==> src/rtl/hkca_pkg.sv <==
`timescale 1ns / 1ps

package hkca_pkg;

  localparam int KEY_COUNT     = 3;
  localparam int SAMPLE_BITS   = 12;
  localparam int FULL_TRAVEL   = 400;
  localparam int EDGE_DEADZONE = 10;
  localparam int MIN_SPAN      = 100;
  localparam int SPAN_SCALE    = 400;

  localparam int SPAN_THRESHOLD = MIN_SPAN * FULL_TRAVEL / SPAN_SCALE;
  localparam int FULL_SCALE     = (1 << SAMPLE_BITS) - 1;

  localparam int KEY_BITS     = 2;
  localparam int KEY_IDX_BITS = (KEY_COUNT > 1) ? $clog2(KEY_COUNT) : 1;
  localparam int DIST_BITS    = 9;
  localparam int LEVEL_BITS   = 9;
  localparam int MASK_BITS    = 3;
  localparam int CFG_IDX_BITS = 3;
  localparam int CFG_DATA_BITS = 9;
  localparam int NUM_BITS     = SAMPLE_BITS + DIST_BITS;
  localparam int CNT_BITS     = $clog2(DIST_BITS + 1);
  localparam int WIDE_BITS    = $clog2(FULL_SCALE + EDGE_DEADZONE + SPAN_THRESHOLD + 1);

  typedef enum logic [CFG_IDX_BITS-1:0] {
    REG_PRESS0   = 3'd0,
    REG_RELEASE0 = 3'd1,
    REG_PRESS1   = 3'd2,
    REG_RELEASE1 = 3'd3,
    REG_PRESS2   = 3'd4,
    REG_RELEASE2 = 3'd5,
    REG_MASK     = 3'd6,
    REG_INVERT   = 3'd7
  } cfg_reg_t;

  typedef struct packed {
    logic [SAMPLE_BITS-1:0] rest;
    logic [SAMPLE_BITS-1:0] bottom;
    logic                   calib;
    logic [DIST_BITS-1:0]   last_dist;
    logic                   down;
  } key_state_t;

  localparam key_state_t KEY_STATE_RESET = '{
    rest:      '0,
    bottom:    SAMPLE_BITS'(FULL_SCALE),
    calib:     1'b0,
    last_dist: DIST_BITS'(FULL_TRAVEL),
    down:      1'b0
  };

  typedef struct packed {
    logic                    rd_en;
    logic [KEY_IDX_BITS-1:0] rd_key;
    logic [KEY_IDX_BITS-1:0] rd_other;
    logic                    wr_en;
    logic [KEY_IDX_BITS-1:0] wr_key;
  } mem_ctrl_t;

endpackage

==> src/rtl/hkca_state_mem.sv <==
`timescale 1ns / 1ps

module hkca_state_mem
  import hkca_pkg::*;
(
  input  logic                 clk,
  input  logic                 rst,
  input  mem_ctrl_t            ctrl,
  input  key_state_t           wr_data,
  output key_state_t           rd_data,
  output logic [DIST_BITS-1:0] rd_other_dist
);

  key_state_t           mem [KEY_COUNT];
  logic [KEY_COUNT-1:0] vld;

  always_ff @(posedge clk) begin
    if (rst) begin
      vld <= '0;
    end else if (ctrl.wr_en) begin
      vld[ctrl.wr_key] <= 1'b1;
    end
  end

  always_ff @(posedge clk) begin
    if (ctrl.wr_en) begin
      mem[ctrl.wr_key] <= wr_data;
    end
  end

  always_ff @(posedge clk) begin
    if (ctrl.rd_en) begin
      rd_data       <= vld[ctrl.rd_key] ? mem[ctrl.rd_key] : KEY_STATE_RESET;
      rd_other_dist <= vld[ctrl.rd_other] ? mem[ctrl.rd_other].last_dist
                                          : KEY_STATE_RESET.last_dist;
    end
  end

endmodule

==> src/rtl/hkca_divider.sv <==
`timescale 1ns / 1ps

module hkca_divider
  import hkca_pkg::*;
(
  input  logic                   clk,
  input  logic                   rst,
  input  logic                   start,
  input  logic [NUM_BITS-1:0]    numer,
  input  logic [SAMPLE_BITS-1:0] denom,
  output logic                   done,
  output logic [DIST_BITS-1:0]   quot
);

  logic                busy;
  logic [CNT_BITS-1:0] cnt;
  logic [NUM_BITS-1:0] rem;
  logic [NUM_BITS-1:0] sdiv;
  logic                ge;

  assign ge = (rem >= sdiv);

  always_ff @(posedge clk) begin
    if (rst) begin
      busy <= 1'b0;
      done <= 1'b0;
      cnt  <= '0;
    end else begin
      done <= 1'b0;
      if (start) begin
        busy <= 1'b1;
        cnt  <= CNT_BITS'(DIST_BITS);
      end else if (busy) begin
        cnt <= cnt - 1'b1;
        if (cnt == CNT_BITS'(1)) begin
          busy <= 1'b0;
          done <= 1'b1;
        end
      end
    end
  end

  // quotient is below 2**DIST_BITS by construction: numer < denom * 2**DIST_BITS
  always_ff @(posedge clk) begin
    if (start) begin
      rem  <= numer;
      sdiv <= NUM_BITS'(denom) << (DIST_BITS - 1);
      quot <= '0;
    end else if (busy) begin
      if (ge) begin
        rem <= rem - sdiv;
      end
      sdiv <= sdiv >> 1;
      quot <= {quot[DIST_BITS-2:0], ge};
    end
  end

endmodule

==> src/rtl/hall_key_calibrate_and_actuate_top.sv <==
`timescale 1ns / 1ps
// channel  | handshake           | payload
// ---------+---------------------+--------------------------------------------------
// in       | in_valid/in_ready   | key_index, sample, filter_ready
// out      | out_valid/out_ready | out_key, travel_distance, is_pressed,
//          |                     | press_event, release_event, is_calibrated
// config   | cfg_we              | cfg_index, cfg_data
//
// One request at a time: the next accept waits for the registered result. The divide
// runs unless the distance is settled without it (uncalibrated, clamp); an unknown key
// skips to the result. The linear map's 9-step restoring divider is the longest path.
// Synchronous active-high rst clears control and the per-key valid bits; a key not yet
// written reads its reset state. A held result stalls only the write-back step.

module hall_key_calibrate_and_actuate_top
  import hkca_pkg::*;
(
  input  logic                     clk,
  input  logic                     rst,
  input  logic                     cfg_we,
  input  logic [CFG_IDX_BITS-1:0]  cfg_index,
  input  logic [CFG_DATA_BITS-1:0] cfg_data,
  input  logic                     in_valid,
  output logic                     in_ready,
  input  logic [KEY_BITS-1:0]      key_index,
  input  logic [SAMPLE_BITS-1:0]   sample,
  input  logic                     filter_ready,
  output logic                     out_valid,
  input  logic                     out_ready,
  output logic [KEY_BITS-1:0]      out_key,
  output logic [DIST_BITS-1:0]     travel_distance,
  output logic                     is_pressed,
  output logic                     press_event,
  output logic                     release_event,
  output logic                     is_calibrated
);

  typedef enum logic [2:0] {ST_IDLE, ST_CALIB, ST_MAP, ST_DIV, ST_DONE} state_t;

  state_t state;

  logic [LEVEL_BITS-1:0] press_lvl [3];
  logic [LEVEL_BITS-1:0] rel_lvl [3];
  logic [MASK_BITS-1:0]  en_mask;
  logic                  invert;

  always_ff @(posedge clk) begin
    if (rst) begin
      press_lvl <= '{default: '0};
      rel_lvl   <= '{default: LEVEL_BITS'(FULL_TRAVEL)};
      en_mask   <= '1;
      invert    <= 1'b0;
    end else if (cfg_we) begin
      unique case (cfg_reg_t'(cfg_index))
        REG_PRESS0:   press_lvl[0] <= cfg_data[LEVEL_BITS-1:0];
        REG_RELEASE0: rel_lvl[0]   <= cfg_data[LEVEL_BITS-1:0];
        REG_PRESS1:   press_lvl[1] <= cfg_data[LEVEL_BITS-1:0];
        REG_RELEASE1: rel_lvl[1]   <= cfg_data[LEVEL_BITS-1:0];
        REG_PRESS2:   press_lvl[2] <= cfg_data[LEVEL_BITS-1:0];
        REG_RELEASE2: rel_lvl[2]   <= cfg_data[LEVEL_BITS-1:0];
        REG_MASK:     en_mask      <= cfg_data[MASK_BITS-1:0];
        REG_INVERT:   invert       <= cfg_data[0];
        default:      invert       <= invert;
      endcase
    end
  end

  logic                   accept;
  logic                   bad_key;
  logic [KEY_BITS-1:0]    k;
  logic [SAMPLE_BITS-1:0] s;
  logic                   f_rdy;
  logic                   bad;

  logic [SAMPLE_BITS-1:0] st_rest;
  logic [SAMPLE_BITS-1:0] st_bot;
  logic                   st_calib;
  logic                   st_down;
  logic [DIST_BITS-1:0]   oth_dist;
  logic [DIST_BITS-1:0]   map_dist;

  mem_ctrl_t             mctl;
  key_state_t            wr_data;
  key_state_t            rd_data;
  logic [DIST_BITS-1:0]  rd_other_dist;

  logic                  div_start;
  logic                  div_done;
  logic [DIST_BITS-1:0]  div_quot;
  logic [NUM_BITS-1:0]   product;

  assign accept  = in_valid && in_ready;
  assign in_ready = (state == ST_IDLE) && !rst;
  assign bad_key = (key_index >= KEY_BITS'(KEY_COUNT));

  // calibration on the stored state
  logic [WIDE_BITS-1:0]   upper;
  logic [WIDE_BITS-1:0]   lower;
  logic                   rest_up;
  logic                   bot_down;

  always_comb begin
    upper = (s > SAMPLE_BITS'(EDGE_DEADZONE))
          ? WIDE_BITS'(s - SAMPLE_BITS'(EDGE_DEADZONE)) : '0;
    lower = WIDE_BITS'(s) + WIDE_BITS'(EDGE_DEADZONE);
    rest_up  = f_rdy && (WIDE_BITS'(rd_data.rest) < upper);
    bot_down = f_rdy && !rest_up && (WIDE_BITS'(rd_data.bottom) > lower) &&
               (WIDE_BITS'(rd_data.rest) >= lower + WIDE_BITS'(SPAN_THRESHOLD));
  end

  // linear map decisions
  logic [SAMPLE_BITS-1:0] span;
  logic [SAMPLE_BITS-1:0] diff;
  logic                   zero_span;
  logic                   at_bottom;
  logic                   over;

  always_comb begin
    span      = st_rest - st_bot;
    diff      = s - st_bot;
    zero_span = (st_rest <= st_bot);
    at_bottom = (s <= st_bot);
    over      = (diff >= span);
    product   = NUM_BITS'(diff) * NUM_BITS'(FULL_TRAVEL);
  end

  // hysteresis
  logic                  near_pair;
  logic                  press_req;
  logic                  rel_req;
  logic                  en_bit;
  logic                  pe;
  logic                  re;
  logic                  down_next;
  logic [LEVEL_BITS-1:0] pl;
  logic [LEVEL_BITS-1:0] rl;

  always_comb begin
    near_pair = (k < KEY_BITS'(2));
    pl        = press_lvl[k];
    rl        = rel_lvl[k];
    en_bit    = en_mask[k];
    if (near_pair) begin
      press_req = (map_dist <= pl) && (map_dist < oth_dist);
      rel_req   = !press_req && ((map_dist >= rl) || (map_dist > oth_dist));
    end else begin
      press_req = (map_dist <= pl);
      rel_req   = !press_req && (map_dist >= rl);
    end
    pe        = press_req && !st_down && en_bit;
    re        = rel_req && st_down;
    down_next = (st_down || pe) && !re;
  end

  logic out_free;
  assign out_free = !out_valid || out_ready;

  always_comb begin
    mctl.rd_en    = accept && !bad_key;
    mctl.rd_key   = key_index[KEY_IDX_BITS-1:0];
    mctl.rd_other = KEY_IDX_BITS'(!key_index[0]);
    mctl.wr_en    = (state == ST_DONE) && out_free && !bad;
    mctl.wr_key   = k[KEY_IDX_BITS-1:0];
    wr_data       = '{rest: st_rest, bottom: st_bot, calib: st_calib,
                      last_dist: map_dist, down: down_next};
  end

  assign div_start = (state == ST_MAP) && st_calib && !zero_span && !at_bottom && !over;

  always_ff @(posedge clk) begin
    if (rst) begin
      state     <= ST_IDLE;
      out_valid <= 1'b0;
    end else begin
      if (out_valid && out_ready) begin
        out_valid <= 1'b0;
      end
      unique case (state)
        ST_IDLE: begin
          if (accept) begin
            k     <= key_index;
            s     <= invert ? SAMPLE_BITS'(FULL_SCALE) - sample : sample;
            f_rdy <= filter_ready;
            bad   <= bad_key;
            state <= bad_key ? ST_DONE : ST_CALIB;
          end
        end
        ST_CALIB: begin
          st_rest  <= rest_up ? SAMPLE_BITS'(upper) : rd_data.rest;
          st_bot   <= bot_down ? SAMPLE_BITS'(lower) : rd_data.bottom;
          st_calib <= rd_data.calib || bot_down;
          st_down  <= rd_data.down;
          oth_dist <= rd_other_dist;
          state    <= ST_MAP;
        end
        ST_MAP: begin
          if (!st_calib) begin
            map_dist <= DIST_BITS'(FULL_TRAVEL);
            state    <= ST_DONE;
          end else if (zero_span) begin
            map_dist <= (s >= st_rest) ? DIST_BITS'(FULL_TRAVEL) : '0;
            state    <= ST_DONE;
          end else if (at_bottom) begin
            map_dist <= '0;
            state    <= ST_DONE;
          end else if (over) begin
            map_dist <= DIST_BITS'(FULL_TRAVEL);
            state    <= ST_DONE;
          end else begin
            state <= ST_DIV;
          end
        end
        ST_DIV: begin
          if (div_done) begin
            map_dist <= div_quot;
            state    <= ST_DONE;
          end
        end
        ST_DONE: begin
          if (out_free) begin
            out_valid       <= 1'b1;
            out_key         <= k;
            travel_distance <= bad ? '0 : map_dist;
            is_pressed      <= !bad && down_next;
            press_event     <= !bad && pe;
            release_event   <= !bad && re;
            is_calibrated   <= !bad && st_calib;
            state           <= ST_IDLE;
          end
        end
        default: state <= ST_IDLE;
      endcase
    end
  end

  hkca_state_mem u_mem (
    .clk           (clk),
    .rst           (rst),
    .ctrl          (mctl),
    .wr_data       (wr_data),
    .rd_data       (rd_data),
    .rd_other_dist (rd_other_dist)
  );

  hkca_divider u_div (
    .clk   (clk),
    .rst   (rst),
    .start (div_start),
    .numer (product),
    .denom (span),
    .done  (div_done),
    .quot  (div_quot)
  );

  a_accept_busy: assert property (@(posedge clk) disable iff (rst)
    accept |=> !in_ready)
    else $error("input taken while a request is in flight");

  a_write_shows: assert property (@(posedge clk) disable iff (rst)
    mctl.wr_en |=> out_valid)
    else $error("state written back without a result");

  a_div_state: assert property (@(posedge clk) disable iff (rst)
    div_done |-> state == ST_DIV)
    else $error("divider finished outside the divide step");

  a_one_event: assert property (@(posedge clk) disable iff (rst)
    out_valid |-> !(press_event && release_event))
    else $error("press and release in one result");

  a_press_down: assert property (@(posedge clk) disable iff (rst)
    out_valid && press_event |-> is_pressed)
    else $error("press event without pressed key");

endmodule

==> config.mk <==
export PLATFORM = sky130hd
export DESIGN_NAME = hall_key_calibrate_and_actuate_top
export DESIGN_NICKNAME = d
export VERILOG_FILES = /design/src/rtl/hkca_pkg.sv /design/src/rtl/hkca_state_mem.sv /design/src/rtl/hkca_divider.sv /design/src/rtl/hall_key_calibrate_and_actuate_top.sv
export SDC_FILE = /design/constraint.sdc
export NUM_CORES = 1
export LEC_CHECK = 0
export ABC_CLOCK_PERIOD_IN_PS = 6600
export BUFFER_PORTS_ARGS = -buffer_cell sky130_fd_sc_hd__buf_2
export CELL_PAD_IN_SITES_DETAIL_PLACEMENT = 0
export CELL_PAD_IN_SITES_GLOBAL_PLACEMENT = 1
export CORE_MARGIN = 3
export CORE_UTILIZATION = 40
export DETAILED_ROUTE_END_ITERATION = 12
export HOLD_SLACK_MARGIN = 0.03
export PLACE_DENSITY_LB_ADDON = 0.1
export SLEW_MARGIN = 25
export SYNTH_ARGS = -nofsm -noshare
export SYNTH_HDL_FRONTEND = slang
export SYNTH_HIERARCHICAL = 1
export SYNTH_SLANG_ARGS = --single-unit
==> constraint.sdc <==
create_clock -name clk -period 6.6 [get_ports clk]
set_input_delay 0.66 -clock clk [delete_from_list [all_inputs] [get_ports clk]]
set_output_delay 0.66 -clock clk [all_outputs]
set_load 0.01 [all_outputs]
==> After elaboration in Yosys (flattened, before gate mapping) <==
Memories as Yosys holds them, arrays and structs flattened. A register that Yosys moved wholly into a read port is not among the register bits.
Cells that the tools add are included.
{ "classes": {"n_addsub": 8, "mul": 1, "order_cmp": 20, "n_eq_ne": 16, "mux": 52, "bitwise": 4, "n_reduce_logical": 67} }
{ "op_table": {"columns": ["cell", "n"], "rows": [
  ["$mux 9", 10],
  ["$mux 21", 3],
  ["$mux 20", 2],
  ["$bmux 9 s2", 2],
  ["$mux 12", 3],
  ["$logic_and 1x1->1", 26],
  ["$ge 12x12->1", 2],
  ["$le 12x12->1", 2],
  ["$mux 3", 8],
  ["$sub 12x12->12", 2],
  ["$reduce_and 2->1", 11],
  ["$ge 21x20->1", 1],
  ["$sub 21x20->21", 1],
  ["$pmux 9 s2", 1],
  ["$mul 12x5->17 const B", 1],
  ["$mux 1", 16],
  ["$eq 3x3->1 const B", 5],
  ["$logic_not 1->1", 15],
  ["$pmux 3 s5", 1],
  ["$add 12x4->13 const B", 1],
  ["$add 13x7->13 const B", 1],
  ["$ge 12x13->1", 1],
  ["$gt 12x13->1", 1],
  ["$lt 12x13->1", 1],
  ["34 further kinds", 51]
]} }
{ "totals": {"reg_bits": 196, "mem_bits_rw": 105, "in_bits": 32, "wordCells": 205, "mem_count": 1} }
{ "mem_list": {"columns": ["name", "depth", "width", "rd", "rd_clocked_by_memory_dff", "wr", "line_no", "source"], "rows": [
  ["u_mem.mem", 3, 35, 2, 2, 1, "hkca_state_mem.sv:14", "key_state_t mem [KEY_COUNT];"]
]} }

==> Depth between registers and ports, before layout <==
Gate-level depths: netlist of run 1.
{ "logic_depth": {"ltp_word": 13, "depth_mapped": 22, "ltp_nobuf": 22} }

==> Modules after synthesis <==
The synthesis of run 1 kept the hierarchy.
{ "modules_own_cells": {"columns": ["module", "n_inst", "cells_each", "area_each_um2"], "rows": [
  ["hall_key_calibrate_and_actuate_top", 1, 1189, 10631.4],
  ["hkca_state_mem", 1, 314, 5915.7],
  ["hkca_divider", 1, 384, 3503.4]
]} }

==> Least setup slack after synthesis of run 1 <==
OpenSTA, ideal clock, no wires.
{ "synth_path": {"kind": "input port to flip-flop", "start": "in rst", "end": "reg oth_dist[0], enable pin", "setup_time_ns": 0.527, "arrival_time_ns": 4.694, "path_slack_ns": 1.379, "path_stages": 3, "path_buffers": 2, "cell_sequence": "clkbuf_1 -> clkbuf_1 -> nor4b_1"} }
{ "synth_via": {"elab_chain_cells": 2} }
{ "synth_lines": {"columns": ["element", "line_no", "source"], "rows": [
  ["start: declaration", "hall_key_calibrate_and_actuate_top.sv:19", "input logic rst,"],
  ["$not 1->1 (no source line)", null, null],
  ["$reduce_and 2->1 (no source line)", null, null],
  ["end signal: assignment", "hall_key_calibrate_and_actuate_top.sv:193", "oth_dist <= rd_other_dist;"],
  ["end: declaration", "hall_key_calibrate_and_actuate_top.sv:79", "logic [DIST_BITS-1:0] oth_dist;"]
]} }
Every way passes these cells.
A chain may end at the register's enable or synchronous reset.

==> Worst setup path in the final report of run 1 <==
{ "layout_path": {"start": "reg st_rest[0]", "end": "reg u_div.rem[20], data pin"} }
{ "layout_via": {"elab_chain_cells": 6, "word_cells_on_any_way": 9} }
{ "layout_lines": {"columns": ["element", "line_no", "source"], "rows": [
  ["start: declaration", "hall_key_calibrate_and_actuate_top.sv:75", "logic [SAMPLE_BITS-1:0] st_rest;"],
  ["start signal: assignment", "hall_key_calibrate_and_actuate_top.sv:189", "st_rest <= rest_up ? SAMPLE_BITS'(upper) : rd_data.rest;"],
  ["parallel branches: the longest is 4 deep, another holds $sub 12x12->12", null, null],
  ["$logic_and 1x1->1 *", "hall_key_calibrate_and_actuate_top.sv:168", "assign div_start = (state == ST_MAP) && st_calib && !zero_span && !at_bottom && !over;"],
  ["via div_start", "hall_key_calibrate_and_actuate_top.sv:87", "logic div_start;"],
  ["$mux 21 *", "hkca_divider.sv:45", "if (start) begin"],
  ["end signal: assignment", "hkca_divider.sv:46", "rem <= numer;"],
  ["end signal: assignment", "hkca_divider.sv:51", "rem <= rem - sdiv;"],
  ["end: declaration", "hkca_divider.sv:17", "logic [NUM_BITS-1:0] rem;"]
]} }
Mark *: on every way through the listed nets, which the timed path passes.

==> flow_summary.rst, run 1 <==
.. list-table::
   :header-rows: 1

   * - Metric
     - Value
   * - Result of the run
     - finished, final reports clean
   * - Vias in the first global route
     - 12,900
   * - CP Capture Type
     - flop
   * - Antenna violations before repair
     - 1
   * - Setup Skew
     - around 0.022 ns
   * - Startpoint-to-endpoint class of the critical path
     - reg2reg
   * - Row Count
     - 80
   * - Initial standard-cell utilization of the core
     - a little over 40%
   * - Full die area
     - about 0.052 mm2
   * - Core Region
     - 0.0479 mm2
   * - Sink Count
     - 336
   * - Ratio of cells with drive above 1 in the final layout
     - between 10% and 20%
   * - Sort of element at the start of the critical path
     - flop
   * - Max-capacitance violation count
     - 0
   * - Number of buffers inserted by post-CTS setup repair
     - 0
   * - Total clock buffers created by CTS
     - 39
   * - Max stage delay on crit path
     - about 0.67 ns
   * - RePlAce Congestion
     - 0.846
   * - Floorplan die height
     - 227 um
   * - Final setup vio count
     - 0
   * - Leakage power summed over all cells
     - 8.58 nW
   * - Clock transition at path regs
     - ~0.06 ns
   * - Worst IR Drop VDD
     - approximately 0.14 mV
   * - Root Buffer Master
     - sky130_fd_sc_hd__clkbuf_16
   * - Final core utilization
     - between 40% and 50%
   * - Sequential cell area
     - between 0.009 and 0.01 mm2
   * - RSZ-0062 raised after global routing
     - false
   * - Filler cells
     - about 4,600
   * - I/O Buffers
     - 48
   * - Synthesized cell area
     - about 0.020 mm2
   * - Worst Hold Path EP
     - f_rdy$_DFFE_PP_
   * - Total wire length
     - 50.0 mm
   * - Post-CTS Resized
     - 0
   * - Worst Max-Slew Pin Slew
     - 0.991 ns
   * - Clock latency of the later-clocked register in the worst-skew pair
     - 0.55 ns
   * - Count of buffer and inverter cells on the critical path
     - 3
   * - Final-layout setup total negative slack
     - 0 ns
   * - CP max FO
     - 85
   * - First-pass GRT wire length
     - approximately 76 mm
   * - Number of iterations in the first detailed-routing pass
     - 4
   * - Path depth of the worst reg2reg path
     - 22
   * - Share of the clock period used by the worst path after layout
     - 84.9%
   * - DP HPWL
     - 35.7 mm
   * - Count of routing violations after the opening detailed-route iteration
     - between 600 and 700
   * - Path category of the worst min-delay check
     - in2reg
   * - Relative slew slack
     - about a third
   * - Signed area change from the synthesized netlist to the final layout
     - 10.4%
   * - Data required time at the worst endpoint
     - 6.88 ns
   * - GR Util All Layers
     - 19.3%
   * - Slack of the worst reg-to-reg path
     - roughly 1 ns
   * - Footprint of the multi-input gates
     - around 0.0095 mm2
   * - Number of nets in the final layout
     - ~2,100
   * - CP arrival
     - 5.89 ns
   * - Cell-by-cell trace of the critical path
     - inv_1 > ha_1 > inv_1 > fa_1 > a21o_1 > a21o_1 > a2111oi_2 > o21bai_1 > a21oi_1 > xor2_1 > ha_1 > a2111oi_0 > o21ai_0 > a21oi_1 > o211ai_1 > nor2_1 > and2_2 > buf_4 > nor2_1 > and2_1 > a31oi_1 > o311ai_1
   * - Count of pins on the block boundary
     - 49
   * - Hold Path Depth
     - 1
   * - Launch instance of the worst min-delay path
     - filter_ready
   * - Gate family responsible for the most delay along the worst path
     - compound AO/OA/AOI/OAI gates
   * - Total overflow reported by the global router
     - 0
   * - Slew Limit Fails
     - 0
   * - Maximum clock frequency
     - approximately 180 MHz
   * - Post-DR vias/cell
     - about 5.3
   * - Hold-fix buffers at CTS
     - 0
   * - Worst-path cell with the longest stage delay
     - sky130_fd_sc_hd__buf_4
   * - Pwr Total
     - between 0.005 and 0.006 W
   * - Max clock buf depth
     - 3
   * - Power density of the placed cells
     - between 200 and 300 mW/mm2
   * - Antenna diodes
     - 0
   * - CTS tree
     - yes
   * - Worst hold slack after final layout
     - 0.282 ns
   * - RR Endpoint
     - u_div/rem[20]$_DFFE_PP_
   * - Die width
     - roughly 230 um
   * - Routed length per placed instance
     - 19.7 um
   * - Routed vias
     - ~13,000
   * - Maximum number of pins on one net before global-route repair
     - between 80 and 90
   * - Worst reg2reg startpoint
     - st_rest[0]$_DFFE_PP_
   * - Count of endpoints failing hold in the final timing report
     - 0
   * - Number of standard cells after synthesis
     - 1,851
   * - Remaining DRCs
     - 0
   * - Antenna viol nets, final
     - 0
   * - H-tree levels
     - 2
   * - Average cell area after synthesis
     - between 10 and 15 um2
   * - Number of warning messages in the yosys log
     - 6
   * - Clock period minus final worst setup slack
     - around 5.6 ns
[final cells by class]
cell class	instances	share of cell area, %
multi-input combinational	1306	44.0
inverter	143	2.49
sequential	336	42.7
timing repair buffer	64	1.67
tap	615	3.57
clock buffer	49	4.89
clock inverter	22	0.696
[layout by cell type (no fill, tap or decap), types with 8 or more instances in the layout]
cell type,n
sky130_fd_sc_hd__edfxtp_1,248
sky130_fd_sc_hd__nand3_1,22
sky130_fd_sc_hd__a31oi_1,8
sky130_fd_sc_hd__o21ai_0,51
sky130_fd_sc_hd__mux2_4,15
sky130_fd_sc_hd__nor3_1,24
sky130_fd_sc_hd__and3_1,10
sky130_fd_sc_hd__ha_1,175
sky130_fd_sc_hd__dfxtp_1,88
sky130_fd_sc_hd__o21a_1,24
sky130_fd_sc_hd__fa_1,10
sky130_fd_sc_hd__xnor2_1,35
sky130_fd_sc_hd__a21oi_1,125
sky130_fd_sc_hd__inv_1,141
sky130_fd_sc_hd__nand3b_1,12
sky130_fd_sc_hd__clkinv_1,9
sky130_fd_sc_hd__o21ai_1,11
sky130_fd_sc_hd__clkbuf_16,40
sky130_fd_sc_hd__o31ai_1,17
sky130_fd_sc_hd__buf_4,16
sky130_fd_sc_hd__nor2_1,141
sky130_fd_sc_hd__mux2_2,27
sky130_fd_sc_hd__mux2i_1,95
sky130_fd_sc_hd__o211ai_1,9
sky130_fd_sc_hd__nand4_1,27
sky130_fd_sc_hd__a211oi_1,11
sky130_fd_sc_hd__clkinv_2,9
sky130_fd_sc_hd__nor2b_1,25
sky130_fd_sc_hd__nand2_1,218
sky130_fd_sc_hd__a21o_1,30
sky130_fd_sc_hd__buf_2,48
sky130_fd_sc_hd__nand2b_1,17
sky130_fd_sc_hd__xor2_1,46
[registers in the layout, indices dropped and copies added (netlist names), 20 cells and up]
name           flops
press_lvl         27
rel_lvl           27
u_div/rem         21
u_div/sdiv        20
u_mem/mem        105
u_mem/rd_data     26
[metal layers]
layer	track usage (%)	up-vias	routed length, um
met5	0	-	17
met2	31.1	184	23100
li1	-	6709	-
met3	2.63	63	1720
met1	27.4	6481	24100
met4	5.10	2	1070
[report_power, final]
part / switching (W) / internal, W / leakage (nW)
Sequential: 0.0000582 / 0.00231 / 2.94
Combinational: 0.000653 / 0.000460 / 5.04
Clock: 0.000880 / 0.00118 / 0.596
Total: 0.00159 / 0.00395 / 8.58
[worst max-delay path by stage]
stage,startpoint,to,depth (start not counted)
finish,st_rest[0]$_DFFE_PP_,u_div/rem[20]$_DFFE_PP_,22
detailed placement,st_rest[0]$_DFFE_PP_,u_div/rem[20]$_DFFE_PP_,22
global route,st_rest[0]$_DFFE_PP_,u_div/rem[20]$_DFFE_PP_,22
floorplan,rst,oth_dist[0]$_DFFE_PP_,3
global placement,st_rest[0]$_DFFE_PP_,u_div/rem[20]$_DFFE_PP_,22
CTS,st_rest[0]$_DFFE_PP_,u_div/rem[20]$_DFFE_PP_,22
[metrics by stage]
step,setup slack [ns],instances,cell area [um2]
6_report,0.999,2535,21600
2_1_floorplan,1.38,1857,19600
3_5_place_dp,0.985,2464,20400
5_1_grt,0.543,2535,21600
3_3_place_gp,1.15,2464,20300
4_1_cts,0.962,2535,21600
[worst reg2reg max path, stage by stage (launching register included)]
cell and delay [ns]:
sky130_fd_sc_hd__edfxtp_1 0.44, sky130_fd_sc_hd__inv_1 0.09, sky130_fd_sc_hd__ha_1 0.16, sky130_fd_sc_hd__inv_1 0.05
sky130_fd_sc_hd__fa_1 0.40, sky130_fd_sc_hd__a21o_1 0.19, sky130_fd_sc_hd__a21o_1 0.21, sky130_fd_sc_hd__a2111oi_2 0.57
sky130_fd_sc_hd__o21bai_1 0.11, sky130_fd_sc_hd__a21oi_1 0.18, sky130_fd_sc_hd__xor2_1 0.11, sky130_fd_sc_hd__ha_1 0.22
sky130_fd_sc_hd__a2111oi_0 0.37, sky130_fd_sc_hd__o21ai_0 0.16, sky130_fd_sc_hd__a21oi_1 0.14, sky130_fd_sc_hd__o211ai_1 0.15
sky130_fd_sc_hd__nor2_1 0.25, sky130_fd_sc_hd__and2_2 0.20, sky130_fd_sc_hd__buf_4 0.67, sky130_fd_sc_hd__nor2_1 0.17
sky130_fd_sc_hd__and2_1 0.20, sky130_fd_sc_hd__a31oi_1 0.16, sky130_fd_sc_hd__o311ai_1 0.11
(Power assumes the default switching activity.)
==> inputs of run 2 (changes only) <==
--- a/config.mk
+++ b/config.mk
@@ -5,7 +5,7 @@
 export SDC_FILE = /design/constraint.sdc
 export NUM_CORES = 1
 export LEC_CHECK = 0
-export ABC_CLOCK_PERIOD_IN_PS = 6600
+export ABC_CLOCK_PERIOD_IN_PS = 4700
 export BUFFER_PORTS_ARGS = -buffer_cell sky130_fd_sc_hd__buf_2
 export CELL_PAD_IN_SITES_DETAIL_PLACEMENT = 0
 export CELL_PAD_IN_SITES_GLOBAL_PLACEMENT = 1
==> constraint.sdc (replaced) <==
create_clock -name clk -period 4.7 [get_ports clk]
set_input_delay 0.47 -clock clk [delete_from_list [all_inputs] [get_ports clk]]
set_output_delay 0.47 -clock clk [all_outputs]
set_load 0.01 [all_outputs]
==> flow_summary.rst, run 2 (synthesis gave the netlist of run 1 again) <==
.. list-table::
   :header-rows: 1

   * - Metric
     - Value
   * - Result of the run
     - finished, final reports clean
   * - Filler cells
     - 4,508 (-1.8%)
   * - Worst IR Drop VDD
     - 0.233 mV (+72%)
   * - Core Region
     - 0.0479 mm2 (unchanged)
   * - Flip-flop count of the largest register after layout
     - 105 (unchanged)
   * - Slew Limit Fails
     - 0 (unchanged)
   * - Max stage delay on crit path
     - 0.49 ns (-0.18 ns)
   * - Maximum clock frequency
     - 221 MHz (+24%)
   * - Clock latency of the later-clocked register in the worst-skew pair
     - 0.56 ns (about the same)
   * - Post-DR vias/cell
     - 5.28 (-0.46%)
   * - Worst reg2reg startpoint
     - s[0]$_DFFE_PP_
   * - Antenna diodes
     - 0 (unchanged)
   * - Sink Count
     - 336 (unchanged)
   * - Max-capacitance violation count
     - 0 (unchanged)
   * - Full die area
     - 0.0515 mm2 (unchanged)
   * - CP Capture Type
     - flop
   * - Number of iterations in the first detailed-routing pass
     - 5 (+1)
   * - Final setup vio count
     - 0 (unchanged)
   * - Root Buffer Master
     - sky130_fd_sc_hd__clkbuf_16
   * - GR Util All Layers
     - 20.2% (+0.91 points)
   * - Total wire length
     - 52.2 mm (+4.4%)
   * - RSZ-0062 raised after global routing
     - true
   * - Sequential cell area
     - 0.00921 mm2 (unchanged)
   * - Number of nets in the final layout
     - 2,204 (+4.6%)
   * - Max clock buf depth
     - 3 (unchanged)
   * - Worst-path cell with the longest stage delay
     - sky130_fd_sc_hd__fa_1
   * - Antenna violations before repair
     - 1 (unchanged)
   * - Leakage power summed over all cells
     - 9.14 nW (+6.5%)
   * - DP HPWL
     - 37.8 mm (+6.0%)
   * - First-pass GRT wire length
     - 79.9 mm (+5.0%)
   * - Final core utilization
     - 47.5% (+2.5 points)
   * - Count of pins on the block boundary
     - 49 (unchanged)
   * - Relative slew slack
     - 27.7% (-6.2 points)
   * - Count of endpoints failing hold in the final timing report
     - 0 (unchanged)
   * - Final-layout setup total negative slack
     - 0 ns (unchanged)
   * - CTS tree
     - yes
   * - Maximum number of pins on one net before global-route repair
     - 53 (-38%)
   * - RePlAce Congestion
     - 0.817 (-3.4%)
   * - Total overflow reported by the global router
     - 0 (unchanged)
   * - Floorplan die height
     - 227 um (unchanged)
   * - Largest register by flop count
     - u_mem/mem
   * - Routed length per placed instance
     - 19.8 um (+0.52%)
   * - Antenna viol nets, final
     - 0 (unchanged)
   * - Footprint of the multi-input gates
     - 0.00983 mm2 (+3.6%)
   * - I/O Buffers
     - 48 (unchanged)
   * - Ratio of cells with drive above 1 in the final layout
     - 16.7% (+6.6 points)
   * - Most frequent standard cell in the layout excluding fill and tap cells
     - sky130_fd_sc_hd__edfxtp_1
   * - Clock period minus final worst setup slack
     - 4.52 ns (-1.08 ns)
   * - Remaining DRCs
     - 0 (unchanged)
   * - Worst Max-Slew Pin Slew
     - 1.07 ns (+0.0829 ns)
   * - Signed area change from the synthesized netlist to the final layout
     - 16.5%
   * - Sort of element at the start of the critical path
     - flop
   * - Count of routing violations after the opening detailed-route iteration
     - 857 (+29%)
   * - Share of the clock period used by the worst path after layout
     - 96.2% (+11 points)
   * - Setup Skew
     - 0.0164 ns (-0.00530 ns)
   * - Startpoint-to-endpoint class of the critical path
     - reg2reg
   * - Total clock buffers created by CTS
     - 40 (+2.6%)
   * - Power density of the placed cells
     - 370 mW/mm2 (+44%)
   * - Clock transition at path regs
     - 0.07 ns (about the same)
   * - Cell-by-cell trace of the critical path
     - inv_2 > ha_4 > inv_4 > fa_2 > a21oi_4 > nor2b_2 > nor2_2 > xnor2_2 > ha_1 > ha_4 > inv_2 > fa_1 > inv_2 > ha_4 > o21a_1 > o21a_1 > nand3_1 > o21ai_2 > o41ai_2 > xnor2_1 > a221oi_1 > nand2_1
   * - Path category of the worst min-delay check
     - in2reg
   * - H-tree levels
     - 2 (unchanged)
   * - Commonest cells after routing, fill and taps aside
     - sky130_fd_sc_hd__edfxtp_1, sky130_fd_sc_hd__nand2_1, sky130_fd_sc_hd__ha_1, sky130_fd_sc_hd__nor2_1, sky130_fd_sc_hd__inv_1
   * - Vias in the first global route
     - 13,700 (+5.7%)
   * - Data required time at the worst endpoint
     - 5.01 ns (-1.87 ns)
   * - CP max FO
     - 3 (-96%)
   * - Launch instance of the worst min-delay path
     - filter_ready
   * - Initial standard-cell utilization of the core
     - 40.7% (unchanged)
   * - CP arrival
     - 4.83 ns (-1.06 ns)
   * - Startpoint of the most critical setup path
     - s[0]$_DFFE_PP_
   * - Routed vias
     - 13,900 (+3.4%)
   * - Leading registers by flop count
     - u_mem/mem x105, press_lvl x27, rel_lvl x27
   * - Die width
     - 227 um (unchanged)
   * - Row Count
     - 80 (unchanged)
run 2: cell count changes in the layout (fill, tap and decap cells not counted), moves of 5 or more:
cell / previous run / this run
sky130_fd_sc_hd__xnor2_1: 35 / 30
sky130_fd_sc_hd__inv_1: 141 / 135
sky130_fd_sc_hd__o21ai_0: 51 / 43
sky130_fd_sc_hd__buf_4: 16 / 106
sky130_fd_sc_hd__ha_1: 175 / 163
sky130_fd_sc_hd__xnor2_2: 0 / 5
sky130_fd_sc_hd__inv_2: 1 / 6
sky130_fd_sc_hd__o21ai_1: 11 / 17
sky130_fd_sc_hd__ha_4: 0 / 11
run 2: metal layers:
metal  track usage [%]  wire (um)
met3              3.29       1860
met1              28.3      24700
met2              32.9      24600
met4              4.60       1030
met5                 0         20
run 2: layout make-up:
cell class	count	area share [%]
Multi-Input combinational cell	1306	43.2
Inverter	143	2.38
Clock inverter	21	0.792
Timing Repair Buffer	160	4.98
Tap cell	615	3.38
Clock buffer	52	4.82
Sequential cell	336	40.5
run 2: worst paths after layout:
| kind | endpoint | slack [ns] | cells past startpoint |
|---|---|---|---|
| setup / recovery | u_div/rem[19]$_DFFE_PP_ | 0.18 | 22 |
| hold reg to reg | oth_dist[6]$_DFFE_PP_ | 0.42 | 0 |
| hold / removal | f_rdy$_DFFE_PP_ | 0.1 | 1 |
| setup reg to reg | u_div/rem[19]$_DFFE_PP_ | 0.18 | 22 |
run 2: worst max-delay path, delay by kind of cell, from the launching register on:
kind | cells | cell delay (ns)
fa+ha+maj | 6 | 1.83
compound gates | 6 | 1.16
flops | 1 | 0.41
simple gates | 4 | 0.38
xor+xnor | 2 | 0.28
buf+inv | 4 | 0.22
run 2: through the flow:
step           cells  cell area [um2]  setup slack [ns]  hold WS (ns)  total power, W
2_1_floorplan   1857            19600           0.00614         0.400         0.00453
3_3_place_gp    2550            21000            -0.178         0.401         0.00518
3_5_place_dp    2550            21000            -0.194         0.405         0.00518
4_1_cts         2623            22400           -0.0744        0.0648         0.00826
5_1_grt         2633            22800           -0.0475        0.0755         0.00888
6_report        2633            22800             0.181        0.0995         0.00841
run 2: report_power, final:
| part | leakage (nW) | switching [W] | internal [W] |
|---|---|---|---|
| combinational | 5.58 | 0.00109 | 0.00100 |
| clock | 0.613 | 0.00129 | 0.00172 |
| sequential | 2.94 | 0.0000565 | 0.00324 |
run 2: repair_timing:
item                                    in CTS  in global routing
resized for setup                           10                 58
endpoints found under the hold margin        0                  0
pin swaps                                    3                 46
endpoints found under the setup margin      24                 76
setup buffers                                0                  9
hold buffers                                 0                  0
